===== config.mk =====
export PLATFORM = sky130hd
export DESIGN_NAME = fasta_record_base_encoder
export DESIGN_NICKNAME = d
export VERILOG_FILES = /design/src/fre_pkg.sv /design/src/fre_front.sv /design/src/fre_queue.sv /design/src/fre_back.sv /design/src/fasta_record_base_encoder.sv
export SDC_FILE = /design/constraint.sdc
export NUM_CORES = 1
export LEC_CHECK = 0
export BUFFER_PORTS_ARGS = -buffer_cell sky130_fd_sc_hd__buf_2
export CAP_MARGIN = 40
export CORE_ASPECT_RATIO = 0.6
export CORE_MARGIN = 1
export CORE_UTILIZATION = 45
export DETAILED_ROUTE_END_ITERATION = 12
export GPL_TIMING_DRIVEN = 1
export PLACE_DENSITY = 0.67
export REMOVE_ABC_BUFFERS = 1
export SLEW_MARGIN = 20
export SYNTH_ARGS = -nofsm -noshare
export SYNTH_HDL_FRONTEND = slang
export SYNTH_HIERARCHICAL = 1
export SYNTH_SLANG_ARGS = --single-unit

===== constraint.sdc =====
create_clock -name clk -period 4.4 [get_ports clk]
set_clock_uncertainty 0.05 [all_clocks]
set_input_delay 0.66 -clock clk [delete_from_list [all_inputs] [get_ports clk]]
set_output_delay 0.66 -clock clk [all_outputs]
set_load 0.01 [all_outputs]

===== src/fre_pkg.sv =====
// shared types, constants and the byte classifier for the fasta base encoder
`default_nettype none
package fre_pkg;

  localparam int MAX_SEQ_LEN_DEF = 1048576;
  localparam int SEQ_LEN_W       = 21;
  localparam int POS_W           = 20;
  localparam int CODE_W          = 3;
  localparam int BYTE_W          = 8;
  localparam int TDATA_OUT_W     = 24;
  localparam int APB_ADDR_W      = 3;
  localparam int APB_DATA_W      = 32;
  localparam int QUEUE_DEPTH     = 4;

  // register index, taken from paddr[2]
  localparam logic REG_SEQ_LEN = 1'b0;

  localparam logic [CODE_W-1:0] CODE_SHORT = 3'd0;
  localparam logic [CODE_W-1:0] CODE_T     = 3'd1;
  localparam logic [CODE_W-1:0] CODE_C     = 3'd2;
  localparam logic [CODE_W-1:0] CODE_G     = 3'd3;
  localparam logic [CODE_W-1:0] CODE_A     = 3'd4;
  localparam logic [CODE_W-1:0] CODE_N     = 3'd5;
  localparam logic [CODE_W-1:0] CODE_GAP   = 3'd6;

  localparam logic [BYTE_W-1:0] CH_GT    = 8'h3E;
  localparam logic [BYTE_W-1:0] CH_LF    = 8'h0A;
  localparam logic [BYTE_W-1:0] CH_CR    = 8'h0D;
  localparam logic [BYTE_W-1:0] CH_TAB   = 8'h09;
  localparam logic [BYTE_W-1:0] CH_DASH  = 8'h2D;
  localparam logic [BYTE_W-1:0] CH_QUEST = 8'h3F;
  localparam logic [BYTE_W-1:0] CH_A_UP  = 8'h41;
  localparam logic [BYTE_W-1:0] CH_A_LO  = 8'h61;
  localparam logic [BYTE_W-1:0] CH_C_UP  = 8'h43;
  localparam logic [BYTE_W-1:0] CH_C_LO  = 8'h63;
  localparam logic [BYTE_W-1:0] CH_G_UP  = 8'h47;
  localparam logic [BYTE_W-1:0] CH_G_LO  = 8'h67;
  localparam logic [BYTE_W-1:0] CH_T_UP  = 8'h54;
  localparam logic [BYTE_W-1:0] CH_T_LO  = 8'h74;
  localparam logic [BYTE_W-1:0] CH_U_UP  = 8'h55;
  localparam logic [BYTE_W-1:0] CH_U_LO  = 8'h75;
  localparam logic [BYTE_W-1:0] CH_N_UP  = 8'h4E;
  localparam logic [BYTE_W-1:0] CH_N_LO  = 8'h6E;

  // one classified input byte as it sits in the queue
  typedef struct packed {
    logic              eof;
    logic              is_gt;
    logic              is_eol;
    logic [CODE_W-1:0] code;
  } fre_class_t;

  typedef struct packed {
    logic full;
    logic empty;
  } fre_qstat_t;

  function automatic logic [CODE_W-1:0] encode_byte(input logic [BYTE_W-1:0] b);
    logic [CODE_W-1:0] c;
    case (b) inside
      CH_A_UP, CH_A_LO:                   c = CODE_A;
      CH_C_UP, CH_C_LO:                   c = CODE_C;
      CH_G_UP, CH_G_LO:                   c = CODE_G;
      CH_T_UP, CH_T_LO, CH_U_UP, CH_U_LO: c = CODE_T;
      CH_N_UP, CH_N_LO, CH_QUEST:         c = CODE_N;
      CH_DASH:                            c = CODE_GAP;
      default:                            c = CODE_SHORT;
    endcase
    return c;
  endfunction

endpackage
`default_nettype wire


===== src/fre_front.sv =====
// input side: takes stream bytes and classifies them for the queue
`default_nettype none
module fre_front (
  input  wire logic                        s_axis_tvalid,
  output logic                             s_axis_tready,
  input  wire logic [fre_pkg::BYTE_W-1:0]  s_axis_tdata,
  input  wire logic                        s_axis_tlast,
  input  wire fre_pkg::fre_qstat_t         qstat,
  output logic                             push,
  output fre_pkg::fre_class_t              push_item
);

  assign s_axis_tready = !qstat.full;
  assign push          = s_axis_tvalid && s_axis_tready;

  always_comb begin
    push_item.eof    = s_axis_tlast;
    push_item.is_gt  = (s_axis_tdata == fre_pkg::CH_GT);
    push_item.is_eol = (s_axis_tdata == fre_pkg::CH_LF) || (s_axis_tdata == fre_pkg::CH_CR) ||
                       (s_axis_tdata == fre_pkg::CH_TAB);
    push_item.code   = fre_pkg::encode_byte(s_axis_tdata);
  end

endmodule
`default_nettype wire


===== src/fre_queue.sv =====
// small fifo of classified bytes between front and back
`default_nettype none
module fre_queue #(
  parameter int DEPTH = fre_pkg::QUEUE_DEPTH
) (
  input  wire logic                clk,
  input  wire logic                rst,
  input  wire logic                push,
  input  wire fre_pkg::fre_class_t push_item,
  input  wire logic                pop,
  output fre_pkg::fre_class_t      pop_item,
  output logic                     pop_valid,
  output fre_pkg::fre_qstat_t      qstat
);

  localparam int PTR_W = (DEPTH > 1) ? $clog2(DEPTH) : 1;
  localparam int CNT_W = $clog2(DEPTH + 1);

  fre_pkg::fre_class_t entries [DEPTH];
  logic [PTR_W-1:0] wr_ptr;
  logic [PTR_W-1:0] rd_ptr;
  logic [CNT_W-1:0] count;

  assign qstat.full  = (count == CNT_W'(DEPTH));
  assign qstat.empty = (count == '0);
  assign pop_valid   = !qstat.empty;
  assign pop_item    = entries[rd_ptr];

  always_ff @(posedge clk) begin
    if (push) begin
      entries[wr_ptr] <= push_item;
    end
  end

  always_ff @(posedge clk) begin
    if (rst) begin
      wr_ptr <= '0;
      rd_ptr <= '0;
      count  <= '0;
    end else begin
      if (push) begin
        wr_ptr <= (wr_ptr == PTR_W'(DEPTH - 1)) ? '0 : wr_ptr + PTR_W'(1);
      end
      if (pop) begin
        rd_ptr <= (rd_ptr == PTR_W'(DEPTH - 1)) ? '0 : rd_ptr + PTR_W'(1);
      end
      case ({push, pop})
        2'b10:   count <= count + CNT_W'(1);
        2'b01:   count <= count - CNT_W'(1);
        default: count <= count;
      endcase
    end
  end

endmodule
`default_nettype wire


===== src/fre_back.sv =====
// parser state machine and output register
`default_nettype none
module fre_back #(
  parameter int LEN_W = fre_pkg::SEQ_LEN_W
) (
  input  wire logic                        clk,
  input  wire logic                        rst,
  input  wire logic [LEN_W-1:0]            eff_len,
  input  wire fre_pkg::fre_class_t         pop_item,
  input  wire logic                        pop_valid,
  output logic                             pop,
  output logic                             m_axis_tvalid,
  input  wire logic                        m_axis_tready,
  output logic [fre_pkg::CODE_W-1:0]       out_code,
  output logic [fre_pkg::POS_W-1:0]        out_pos,
  output logic                             m_axis_tlast
);

  typedef enum logic [2:0] {
    PH_SEEK = 3'b001,
    PH_HEAD = 3'b010,
    PH_SEQ  = 3'b100
  } phase_t;

  phase_t           phase, phase_next;
  logic [LEN_W-1:0] count, count_next;
  logic             res_valid;
  logic [fre_pkg::CODE_W-1:0] res_code;
  logic             res_last;
  logic [LEN_W:0]   count_inc;
  logic             hit_len;

  assign pop       = pop_valid && (!m_axis_tvalid || m_axis_tready);
  assign count_inc = (LEN_W+1)'(count) + (LEN_W+1)'(1);
  assign hit_len   = count_inc >= (LEN_W+1)'(eff_len);

  always_comb begin
    phase_next = phase;
    count_next = count;
    res_valid  = 1'b0;
    res_code   = fre_pkg::CODE_SHORT;
    res_last   = 1'b0;
    unique case (phase)
      PH_SEQ: begin
        if (pop_item.eof || pop_item.is_gt) begin
          res_valid  = 1'b1;
          res_last   = 1'b1;
          count_next = '0;
          phase_next = pop_item.eof ? PH_SEEK : PH_HEAD;
        end else if (pop_item.code != fre_pkg::CODE_SHORT) begin
          res_valid = 1'b1;
          res_code  = pop_item.code;
          res_last  = hit_len;
          if (hit_len) begin
            count_next = '0;
            phase_next = PH_SEEK;
          end else begin
            count_next = count_inc[LEN_W-1:0];
          end
        end
      end
      PH_HEAD: begin
        if (pop_item.eof) begin
          phase_next = PH_SEEK;
          count_next = '0;
        end else if (pop_item.is_eol) begin
          phase_next = PH_SEQ;
          count_next = '0;
        end
      end
      default: begin
        count_next = '0;
        phase_next = (!pop_item.eof && pop_item.is_gt) ? PH_HEAD : PH_SEEK;
      end
    endcase
  end

  always_ff @(posedge clk) begin
    if (rst) begin
      phase         <= PH_SEEK;
      count         <= '0;
      m_axis_tvalid <= 1'b0;
    end else begin
      if (pop) begin
        phase <= phase_next;
        count <= count_next;
      end
      if (pop && res_valid) begin
        m_axis_tvalid <= 1'b1;
      end else if (m_axis_tready) begin
        m_axis_tvalid <= 1'b0;
      end
    end
  end

  always_ff @(posedge clk) begin
    if (pop && res_valid) begin
      out_code     <= res_code;
      out_pos      <= count[fre_pkg::POS_W-1:0];
      m_axis_tlast <= res_last;
    end
  end

endmodule
`default_nettype wire


===== src/fasta_record_base_encoder.sv =====
// FASTA record base encoder: byte stream in, one nucleotide code per symbol out
//
// input stream: one text byte per transfer on s_axis_tdata; s_axis_tlast set
// marks end of file (that byte is not parsed). output stream: one result per
// recognized symbol, m_axis_tdata = {pad, position, base_code}, m_axis_tlast
// on the final symbol of a record or on the short-record result (code 0).
// seq_length is set over the apb port at address 0; the user must set it only
// while no stream is moving, as the block itself does not enforce this; zero
// acts as 1 and values above MAX_SEQ_LEN act as MAX_SEQ_LEN. throughput: one
// byte per clock sustained while m_axis_tready does not stall the output. a
// result goes from its byte transfer into the queue, then through the parser
// into the output register. a four-entry queue sits between the classifier and
// the parser, so s_axis_tready drops only after four bytes back up behind a
// stalled m_axis_tready; the output register holds its result until taken.
// reset: parser returns to seeking a '>' header, queue and output clear,
// seq_length returns to 1.
`default_nettype none
module fasta_record_base_encoder #(
  parameter int MAX_SEQ_LEN = fre_pkg::MAX_SEQ_LEN_DEF
) (
  input  wire logic                             clk,
  input  wire logic                             rst,
  input  wire logic                             s_axis_tvalid,
  output logic                                  s_axis_tready,
  input  wire logic [fre_pkg::BYTE_W-1:0]       s_axis_tdata,   // [7:0] symbol_byte
  input  wire logic                             s_axis_tlast,   // end_of_file
  output logic                                  m_axis_tvalid,
  input  wire logic                             m_axis_tready,
  output logic [fre_pkg::TDATA_OUT_W-1:0]       m_axis_tdata,   // [2:0] base_code, [22:3] position
  output logic                                  m_axis_tlast,   // last
  input  wire logic                             psel,
  input  wire logic                             penable,
  input  wire logic                             pwrite,
  input  wire logic [fre_pkg::APB_ADDR_W-1:0]   paddr,
  input  wire logic [fre_pkg::APB_DATA_W-1:0]   pwdata,
  output logic [fre_pkg::APB_DATA_W-1:0]        prdata,
  output logic                                  pready
);

  localparam int CNT_BITS = $clog2(MAX_SEQ_LEN + 1);
  localparam int LEN_W    = (CNT_BITS > fre_pkg::SEQ_LEN_W) ? CNT_BITS : fre_pkg::SEQ_LEN_W;

  logic [fre_pkg::SEQ_LEN_W-1:0] seq_length;
  logic [LEN_W-1:0]              eff_len;
  logic [LEN_W-1:0]              len_ext;
  logic                          cfg_wr;

  fre_pkg::fre_class_t push_item, pop_item;
  fre_pkg::fre_qstat_t qstat;
  logic                push, pop, pop_valid;
  logic [fre_pkg::CODE_W-1:0] out_code;
  logic [fre_pkg::POS_W-1:0]  out_pos;

  // apb register
  assign pready  = 1'b1;
  assign cfg_wr  = psel && penable && pwrite && pready &&
                   (paddr[2] == fre_pkg::REG_SEQ_LEN);
  assign prdata  = (paddr[2] == fre_pkg::REG_SEQ_LEN) ?
                   fre_pkg::APB_DATA_W'(seq_length) : '0;
  assign len_ext = LEN_W'(seq_length);

  always_ff @(posedge clk) begin
    if (rst) begin
      seq_length <= fre_pkg::SEQ_LEN_W'(1);
      eff_len    <= LEN_W'(1);
    end else begin
      if (cfg_wr) begin
        seq_length <= pwdata[fre_pkg::SEQ_LEN_W-1:0];
      end
      // clamped length, registered from seq_length after a write
      if (seq_length == '0) begin
        eff_len <= LEN_W'(1);
      end else if (len_ext > LEN_W'(MAX_SEQ_LEN)) begin
        eff_len <= LEN_W'(MAX_SEQ_LEN);
      end else begin
        eff_len <= len_ext;
      end
    end
  end

  fre_front u_front (
    .s_axis_tvalid (s_axis_tvalid),
    .s_axis_tready (s_axis_tready),
    .s_axis_tdata  (s_axis_tdata),
    .s_axis_tlast  (s_axis_tlast),
    .qstat         (qstat),
    .push          (push),
    .push_item     (push_item)
  );

  fre_queue #(
    .DEPTH (fre_pkg::QUEUE_DEPTH)
  ) u_queue (
    .clk       (clk),
    .rst       (rst),
    .push      (push),
    .push_item (push_item),
    .pop       (pop),
    .pop_item  (pop_item),
    .pop_valid (pop_valid),
    .qstat     (qstat)
  );

  fre_back #(
    .LEN_W (LEN_W)
  ) u_back (
    .clk           (clk),
    .rst           (rst),
    .eff_len       (eff_len),
    .pop_item      (pop_item),
    .pop_valid     (pop_valid),
    .pop           (pop),
    .m_axis_tvalid (m_axis_tvalid),
    .m_axis_tready (m_axis_tready),
    .out_code      (out_code),
    .out_pos       (out_pos),
    .m_axis_tlast  (m_axis_tlast)
  );

  assign m_axis_tdata = {1'b0, out_pos, out_code};

`ifndef SYNTHESIS
  a_queue_state: assert property (@(posedge clk) disable iff (rst)
    !(qstat.full && qstat.empty))
    else $error("queue reports full and empty at once");

  a_short_is_last: assert property (@(posedge clk) disable iff (rst)
    (m_axis_tvalid && out_code == fre_pkg::CODE_SHORT) |-> m_axis_tlast)
    else $error("short-record result without last");

  a_reset_clears_out: assert property (@(posedge clk) $past(rst) |-> !m_axis_tvalid)
    else $error("output valid right after reset");
`endif

endmodule
`default_nettype wire

==> results of run 1 <==
## worst max-delay path, cell delays in order (launching register included)
cell and delay [ns]:
dfxtp_1 0.50, ha_1 0.29, nand2_1 0.13, nor2_1 0.29, nand2_1 0.08, nor4_1 0.50, or2_2 0.23, ha_1 0.22
nand4_1 0.17, nor2_1 0.07, o31a_1 0.30, a2111oi_4 0.36, buf_4 0.28, o21a_1 0.13, nor2_1 0.05
## registers in the layout (all words and copies together), names as in the netlist, named ones only
signal and cells:
u_back/phase 3, u_back/m_axis_tvalid 1, u_back/m_axis_tlast 1, u_back/out_code 3, u_queue/entries 24, eff_len 21
len_ext 21, u_queue/rd_ptr 2, u_queue/wr_ptr 2, u_back/count 21, u_queue/count 3, u_back/out_pos 20
## layout by cell type (no fill, tap or decap), types with 7 or more instances in the layout
cell type / count
nor2_1: 38
xor2_1: 7
nor4_1: 10
inv_1: 32
nor2b_1: 27
a21oi_2: 9
nor3b_1: 23
nand2_1: 62
xnor2_1: 8
and3_1: 7
nand3_1: 12
edfxtp_1: 48
conb_1: 13
ha_1: 28
dfxtp_1: 76
a32oi_1: 12
a21oi_1: 34
clkbuf_16: 17
buf_2: 84
## power by group
group / internal (W) / total (W) / switching (W) / leakage, nW
registers: 0.00125 / 0.00131 / 0.0000569 / 1.09
logic: 0.000205 / 0.000523 / 0.000317 / 1.57
clock network: 0.000944 / 0.00142 / 0.000480 / 0.301
## worst max-delay path by stage
stage,startpoint,endpoint,slack (ns),depth (start not counted)
2_1_floorplan,u_back/count[6],u_back/m_axis_tlast,0.20,12
3_3_place_gp,u_back/count[0],u_back/m_axis_tlast,0.63,14
3_5_place_dp,u_back/count[0],u_back/m_axis_tlast,0.62,13
4_1_cts,u_back/count[0],u_back/m_axis_tlast,0.59,12
5_1_grt,u_back/count[0],u_back/m_axis_tlast,0.21,14
6_report,u_back/count[0],u_back/m_axis_tlast,0.50,14
## through the flow
| stage | setup slack (ns) | cells |
|---|---|---|
| 2_1_floorplan | 0.201 | 546 |
| 3_3_place_gp | 0.628 | 806 |
| 3_5_place_dp | 0.620 | 809 |
| 4_1_cts | 0.590 | 841 |
| 5_1_grt | 0.213 | 841 |
| 6_report | 0.496 | 841 |
## cell type report
class | count | area [sq um]
tap | 170 | 213
fill | 1121 | 5760
clock buffer | 24 | 492
sequential | 124 | 2960
clock inverter | 8 | 114
multi-input combinational | 390 | 2750
timing repair buffer | 93 | 519
inverter | 32 | 120
## per-layer routing
metal  vias up  share of wire  wire length, microns
met2       120           0.41                  5190
li1       2182              -                     -
met1      2100           0.52                  6500
met5         -              0                     0
met4         0          0.012                   146
met3        15          0.054                   678
==> impl_metrics.py, run 1 <==
metrics = {
    "floorplanning": {
        "die_area_sq_mm": 0.0139,
        "core-area_sq_mm": 0.0129,
        "die_w_microns": 151,
        "rows": 32,
        "ios": 111,
        "die_h_microns": 91.6,
        "initial_utilization": 0.466,
    },
    "global_routing": {
        "grt_pass1_vias": 4144,
        "grt.met1_usage": 0.280,
        "grt_pass1_wl_microns": 20300,
        "globalRouteMet2Util": 0.273,
        "busiest_layer": "met1",
        "grt_util_met3": 0.0593,
        "antenna_found_initial": 0,
        "grt_max_degree": 31,
        "grt_use_total": 0.194,
        "overflow": 0,
    },
    "min_path": {
        "hp-class": "in2reg",
        "hold_depth": 3,
        "hold_path_startpoint": "pwdata[0]",
        "holdPathEnd": "len_ext[0]",
    },
    "detailed_routing": {
        "ant_nets": 0,
        "first_pass_iters": 4,
        "drt_drc_violations_left": 0,
        "vias_per_cell": 5.25,
        "vias": 4417,
        "wire_per_inst_microns": 14.9,
        "route.final.wire_length_microns": 12500,
        "drt_iter0_drc": 197,
    },
    "setup_path": {
        "endpoint_kind": "flop",
        "worstSetupPathType": "reg2reg",
        "r2r_end": "u_back/m_axis_tlast",
        "cp_max_fo": 12,
        "worstPathRequired_ns": 4.52,
        "ff2ff_path_depth": 14,
        "worstPathArrival_ns": 4.02,
        "timing.rr.start": "u_back/count[0]",
        "startpoint_type": "flop",
        "ff2ff_setup_slack_ns": 0.50,
    },
    "final_layout": {
        "fin_nets": 738,
        "utilization": 0.554,
        "final_area_sq_mm": 0.00717,
        "syn_to_final_growth_pct": 19.1,
        "drive_gt1_frac": 0.252,
        "antenna_cells": 0,
    },
    "timing": {
        "finalHoldWorstSlack_ns": 0.401,
        "finalCriticalPeriod_ns": 3.90,
        "clock.fmax_mhz": 256,
        "rsz0062_at_grt": "false",
        "slew_headroom": 0.488,
        "slew_viol_final": 0,
        "finalSetupViolations": 0,
        "finalHoldViolCount": 0,
        "worst_pin_slew_ns": 0.762,
        "tns_ns": 0,
        "fin_crit_sh": 0.887,
    },
    "clocking": {
        "htreeDepth": 4,
        "cts.sinks": 124,
        "postCtsSetupBuffers": 0,
        "clk_pin_slew_worst_paths_ns": 0.05,
        "clk_path_buf_depth": 2,
        "cts_tree": "done",
        "cts_resized": 0,
        "hold_buffers": 0,
        "cts_root_buf": "clkbuf_16",
        "numCtsBuffers": 17,
        "clock_latency_ns": 0.42,
    },
    "power": {
        "power_density_mw_per_mm2": 454,
        "peakVddDrop_mv": 0.280,
        "leakagePower_nw": 2.96,
        "p_total_w": 0.00326,
    },
    "placed_design": {
        "gp_congestion": 0.826,
        "port_buffers": 84,
        "dpl.hpwl_microns": 9170,
        "placed_cell_area_sq_mm": 0.00657,
    },
    "logic_synthesis": {
        "yosys_warnings": 6,
        "syn_inst": 573,
        "syn_area_per_cell_sq_um": 10.5,
        "syn_area_sq_mm": 0.00602,
    },
    "status": {
        "outcome": "complete, no violations",
    },
    "flow_run": {
        "max_cap_violations": 0,
    },
}
Note: power is estimated with default switching activity, not from simulation.
==> inputs of run 2 (changes only) <==
- PLACE_DENSITY: 0.67 -> 0.66
==> run 2 against run 1 <==
Flip-flop and latch count stayed put. Combinational power is essentially flat. Via count is 0.95% higher. Fmax rose by 0.39%. Critical path type unchanged. Global-route usage is 0.57 points higher. Worst setup slack improved by 0.015 ns. Design area fell by 0.44%. Clock-buffer cell count grew 2. Cell count is 0.12% lower. Utilization shrank 0.24 points. Highest routed layer unchanged. Clock power is essentially flat.
==> impl_metrics.py, run 2 (same netlist as run 1, synthesis figures left out) <==
metrics = {
    "status": {
        "outcome": "complete, no violations",
    },
    "final_layout": {
        "utilization": 0.552,
        "final_area_sq_mm": 0.00714,
        "final_cell_mix": "buf_2 (84), dfxtp_1 (76), nand2_1 (62)",
        "drive_gt1_frac": 0.251,
        "antenna_cells": 0,
        "fin_nets": 737,
        "syn_to_final_growth_pct": 18.6,
        "largest_reg_flops": 24,
        "largest-register": "u_queue/entries",
        "final_common_cell": "buf_2",
    },
    "timing": {
        "finalHoldViolCount": 0,
        "worst_pin_slew_ns": 0.855,
        "fin_crit_sh": 0.884,
        "clock.fmax_mhz": 257,
        "finalCriticalPeriod_ns": 3.89,
        "finalHoldWorstSlack_ns": 0.416,
        "slew_viol_final": 0,
        "finalSetupViolations": 0,
        "tns_ns": 0,
        "rsz0062_at_grt": "false",
        "slew_headroom": 0.426,
    },
    "placed_design": {
        "port_buffers": 84,
        "gp_congestion": 0.831,
        "placed_cell_area_sq_mm": 0.00654,
        "dpl.hpwl_microns": 9300,
    },
    "setup_path": {
        "worstSetupPathType": "reg2reg",
        "endpoint_kind": "flop",
        "worstPathArrival_ns": 4.10,
        "critPathSlowestCell": "nor4_1",
        "path_buf_inv": 1,
        "cpPeakStageDelay_ns": 0.62,
        "worstPathRequired_ns": 4.61,
        "crit_path_cell_trace": "nand3_2, nor4_4, nand3_1, and2_1, or2_2, ha_1, nand4_1, nor4_1, a2111oi_4, buf_4, a32oi_1, nor2_1",
        "cp_max_fo": 20,
        "crit_family": "simple AND/OR/NAND/NOR gates",
        "startpoint_type": "flop",
    },
    "floorplanning": {
        "die_area_sq_mm": 0.0139,
        "ios": 111,
        "die_h_microns": 91.6,
        "die_w_microns": 151,
        "initial_utilization": 0.466,
        "rows": 32,
        "core-area_sq_mm": 0.0129,
    },
    "clocking": {
        "postCtsSetupBuffers": 0,
        "cts_root_buf": "clkbuf_16",
        "htreeDepth": 4,
        "cts_tree": "done",
        "clk_path_buf_depth": 2,
        "numCtsBuffers": 17,
        "clock_latency_ns": 0.41,
        "cts.sinks": 124,
        "hold_buffers": 0,
        "clk_pin_slew_worst_paths_ns": 0.05,
        "cts_resized": 0,
    },
    "detailed_routing": {
        "drt_iter0_drc": 270,
        "drt_drc_violations_left": 0,
        "vias_per_cell": 5.31,
        "first_pass_iters": 5,
        "ant_nets": 0,
        "vias": 4459,
        "route.final.wire_length_microns": 13000,
        "wire_per_inst_microns": 15.5,
    },
    "global_routing": {
        "overflow": 0,
        "grt_max_degree": 40,
        "grt_use_total": 0.200,
        "grt_pass1_vias": 4201,
        "antenna_found_initial": 0,
        "grt_pass1_wl_microns": 21100,
    },
    "power": {
        "p_total_w": 0.00323,
        "peakVddDrop_mv": 0.284,
        "leakagePower_nw": 2.95,
        "power_density_mw_per_mm2": 453,
    },
    "flow_run": {
        "max_cap_violations": 0,
    },
    "min_path": {
        "hp-class": "in2reg",
    },
}
## run 2: cell types whose count changed in the layout (fill, tap and decap cells not counted)
cell	change
clkbuf_16	+1
buf_16	-1
inv_4	+1
clkinv_2	-1
clkbuf_1	+1
clkinv_1	-1
bufinv_16	-1
## run 2: worst paths after layout
path	startpoint	to	slack (ns)	cells past startpoint
setup / recovery	u_back/count[6]	u_back/count[7]	0.51	12
setup reg to reg	u_back/count[6]	u_back/count[7]	0.51	12
hold reg to reg	len_ext[6]	len_ext[6]	0.43	2
hold / removal	pwdata[0]	len_ext[0]	0.42	3
## run 2: worst min-delay path: stages
cell and delay, ns:
buf_2 0.07, nand2_1 0.04, nand3b_1 0.06
## run 2: report_power, final
group	internal (W)	switching, W
clock	0.000925	0.000471
combinational	0.000201	0.000324
sequential	0.00125	0.0000598
## run 2: through the flow
step,instances,setup WS (ns)
after global routing,840,0.328
after detailed placement,808,0.637
after floorplan,546,0.201
after global placement,806,0.733
final,840,0.511
after CTS,840,0.588
## run 2: cell type report
class                      count  area [sq um]
multi-input combinational    390          2750
clock buffer                  26           520
timing repair buffer          92           492
clock inverter                 6          81.3
tap                          170           213
fill                        1113          5790
inverter                      32           120
sequential                   124          2960
## run 2: layer usage
layer  wire (microns)  global-route usage  vias to the layer above
met2             5530               0.283                      136
li1                 -                   -                     2186
met5                0                   0                        -
met3              925              0.0638                        7
met1             6500               0.291                     2130
met4               64              0.0533                        0
==> inputs of run 3 (changes only) <==
- RECOVER_POWER: not set -> 100
==> run 3 against run 2 <==
The flow now finishes with violations (max-capacitance violations, max-slew violations). Via count up 0.94%. Clock-buffer cell count unchanged. Sequential power about the same. Largest cell class unchanged. Routed wire length up 0.17%.
==> impl_metrics.py, run 3 (same netlist as run 1, synthesis figures left out) <==
metrics = {
    "clocking": {
        "cts_resized": 0,
        "hold_buffers": 0,
        "postCtsSetupBuffers": 0,
        "numCtsBuffers": 17,
        "clock_latency_ns": 0.41,
        "clk_path_buf_depth": 2,
        "cts_tree": "done",
        "clk_pin_slew_worst_paths_ns": 0.05,
        "cts_root_buf": "clkbuf_16",
        "htreeDepth": 4,
        "cts.sinks": 124,
    },
    "detailed_routing": {
        "vias": 4501,
        "drt_drc_violations_left": 0,
        "wire_per_inst_microns": 15.5,
        "route.final.wire_length_microns": 13000,
        "first_pass_iters": 5,
        "vias_per_cell": 5.36,
        "ant_nets": 0,
        "drt_iter0_drc": 291,
    },
    "final_layout": {
        "utilization": 0.541,
        "syn_to_final_growth_pct": 16.1,
        "instances_no_fill": 840,
        "final_cell_mix": "dfxtp_1 (76), nand2_1 (62), clkbuf_1 (59)",
        "final_common_cell": "dfxtp_1",
        "fin_nets": 737,
        "largest-register": "u_queue/entries",
        "antenna_cells": 0,
        "nFillCells": 1150,
        "largest_reg_flops": 24,
        "drive_gt1_frac": 0.151,
    },
    "power": {
        "leakagePower_nw": 2.68,
        "power_density_mw_per_mm2": 459,
        "peakVddDrop_mv": 0.284,
        "p_total_w": 0.00321,
    },
    "global_routing": {
        "grt_max_degree": 40,
        "antenna_found_initial": 0,
        "grt_pass1_wl_microns": 21100,
        "grt_pass1_vias": 4201,
        "grt_use_total": 0.200,
        "overflow": 0,
    },
    "setup_path": {
        "path_buf_inv": 1,
        "worstPathArrival_ns": 4.20,
        "critPathSlowestCell": "nor4_1",
        "timing.rr.start": "u_back/count[6]",
        "endpoint_kind": "flop",
        "cp-startpoint": "u_back/count[6]",
        "worstSetupPathType": "reg2reg",
        "cp_max_fo": 20,
        "crit_path_cell_trace": "nand3_1, nor4_4, nand3_1, and2_0, or2_2, ha_1, nand4_1, nor4_1, a2111oi_4, buf_4, a32oi_1, nor2_1",
        "startpoint_type": "flop",
        "path_common_cell": "nand3_1",
        "cpPeakStageDelay_ns": 0.63,
        "worstPathRequired_ns": 4.57,
        "crit_family": "simple AND/OR/NAND/NOR gates",
    },
    "timing": {
        "worst_pin_slew_ns": 1.95,
        "tns_ns": 0,
        "clock.fmax_mhz": 248,
        "slew_viol_final": 90,
        "finalSetupViolations": 0,
        "layout_setup_ws_ns": 0.366,
        "slew_headroom": -0.297,
        "finalCriticalPeriod_ns": 4.03,
        "fin_crit_sh": 0.917,
        "finalHoldViolCount": 0,
        "rsz0062_at_grt": "false",
    },
    "min_path": {
        "hold_path_startpoint": "pwdata[0]",
        "hp-class": "in2reg",
    },
    "floorplanning": {
        "initial_utilization": 0.466,
        "rows": 32,
        "die_area_sq_mm": 0.0139,
        "ios": 111,
        "core-area_sq_mm": 0.0129,
        "die_h_microns": 91.6,
        "die_w_microns": 151,
    },
    "placed_design": {
        "pre_cts_ws_ns": 0.637,
        "dp_cells": 808,
        "gp_congestion": 0.831,
        "dpl.hpwl_microns": 9300,
        "port_buffers": 84,
    },
    "flow_run": {
        "max_cap_violations": 3,
    },
    "status": {
        "outcome": "finished, violations left",
        "violations": "max-capacitance violations, max-slew violations",
    },
}
run 3: cell type report:
| type | count | area [sq um] | share of cell area |
|---|---|---|---|
| sequential | 124 | 2960 | 0.424 |
| multi-input combinational | 390 | 2680 | 0.383 |
| clock buffer | 26 | 520 | 0.0744 |
| timing repair buffer | 92 | 415 | 0.0594 |
| tap | 170 | 213 | 0.0304 |
| inverter | 32 | 120 | 0.0172 |
| clock inverter | 6 | 81.3 | 0.0116 |
run 3: report_power, final:
part | internal [W] | leakage (nW) | total [W] | switching (W)
sequential | 0.00125 | 1.09 | 0.00131 | 0.0000592
combinational | 0.000189 | 1.29 | 0.000495 | 0.000305
clock | 0.000925 | 0.300 | 0.00140 | 0.000473
total | 0.00237 | 2.68 | 0.00321 | 0.000837
run 3: metal layers:
metal,vias up,global-route usage,share of wire
met3,13,0.0638,0.069
met5,-,0,0
met1,2146,0.291,0.51
li1,2185,-,-
met4,0,0.0533,0.0079
met2,157,0.283,0.42
run 3: metrics by stage:
stage / cell area [sq um] / hold WS, ns
global route: 6990 / 0.412
finish: 6990 / 0.416
global placement: 6510 / 0.421
detailed placement: 6540 / 0.422
CTS: 7140 / 0.402
floorplan: 5810 / 0.397
run 3: final timing paths:
kind | end | slack [ns] | cells past startpoint
hold reg to reg | len_ext[6] | 0.43 | 2
hold / removal | len_ext[0] | 0.42 | 3
setup / recovery | u_back/count[7] | 0.37 | 12
setup reg to reg | u_back/count[7] | 0.37 | 12
run 3: worst register-to-register path, cell delays in order, from the launching register on:
cell	delay, ns
dfxtp_1	0.51
nand3_1	0.32
nor4_4	0.40
nand3_1	0.15
and2_0	0.21
or2_2	0.30
ha_1	0.32
nand4_1	0.23
nor4_1	0.63
a2111oi_4	0.15
buf_4	0.26
a32oi_1	0.24
nor2_1	0.06
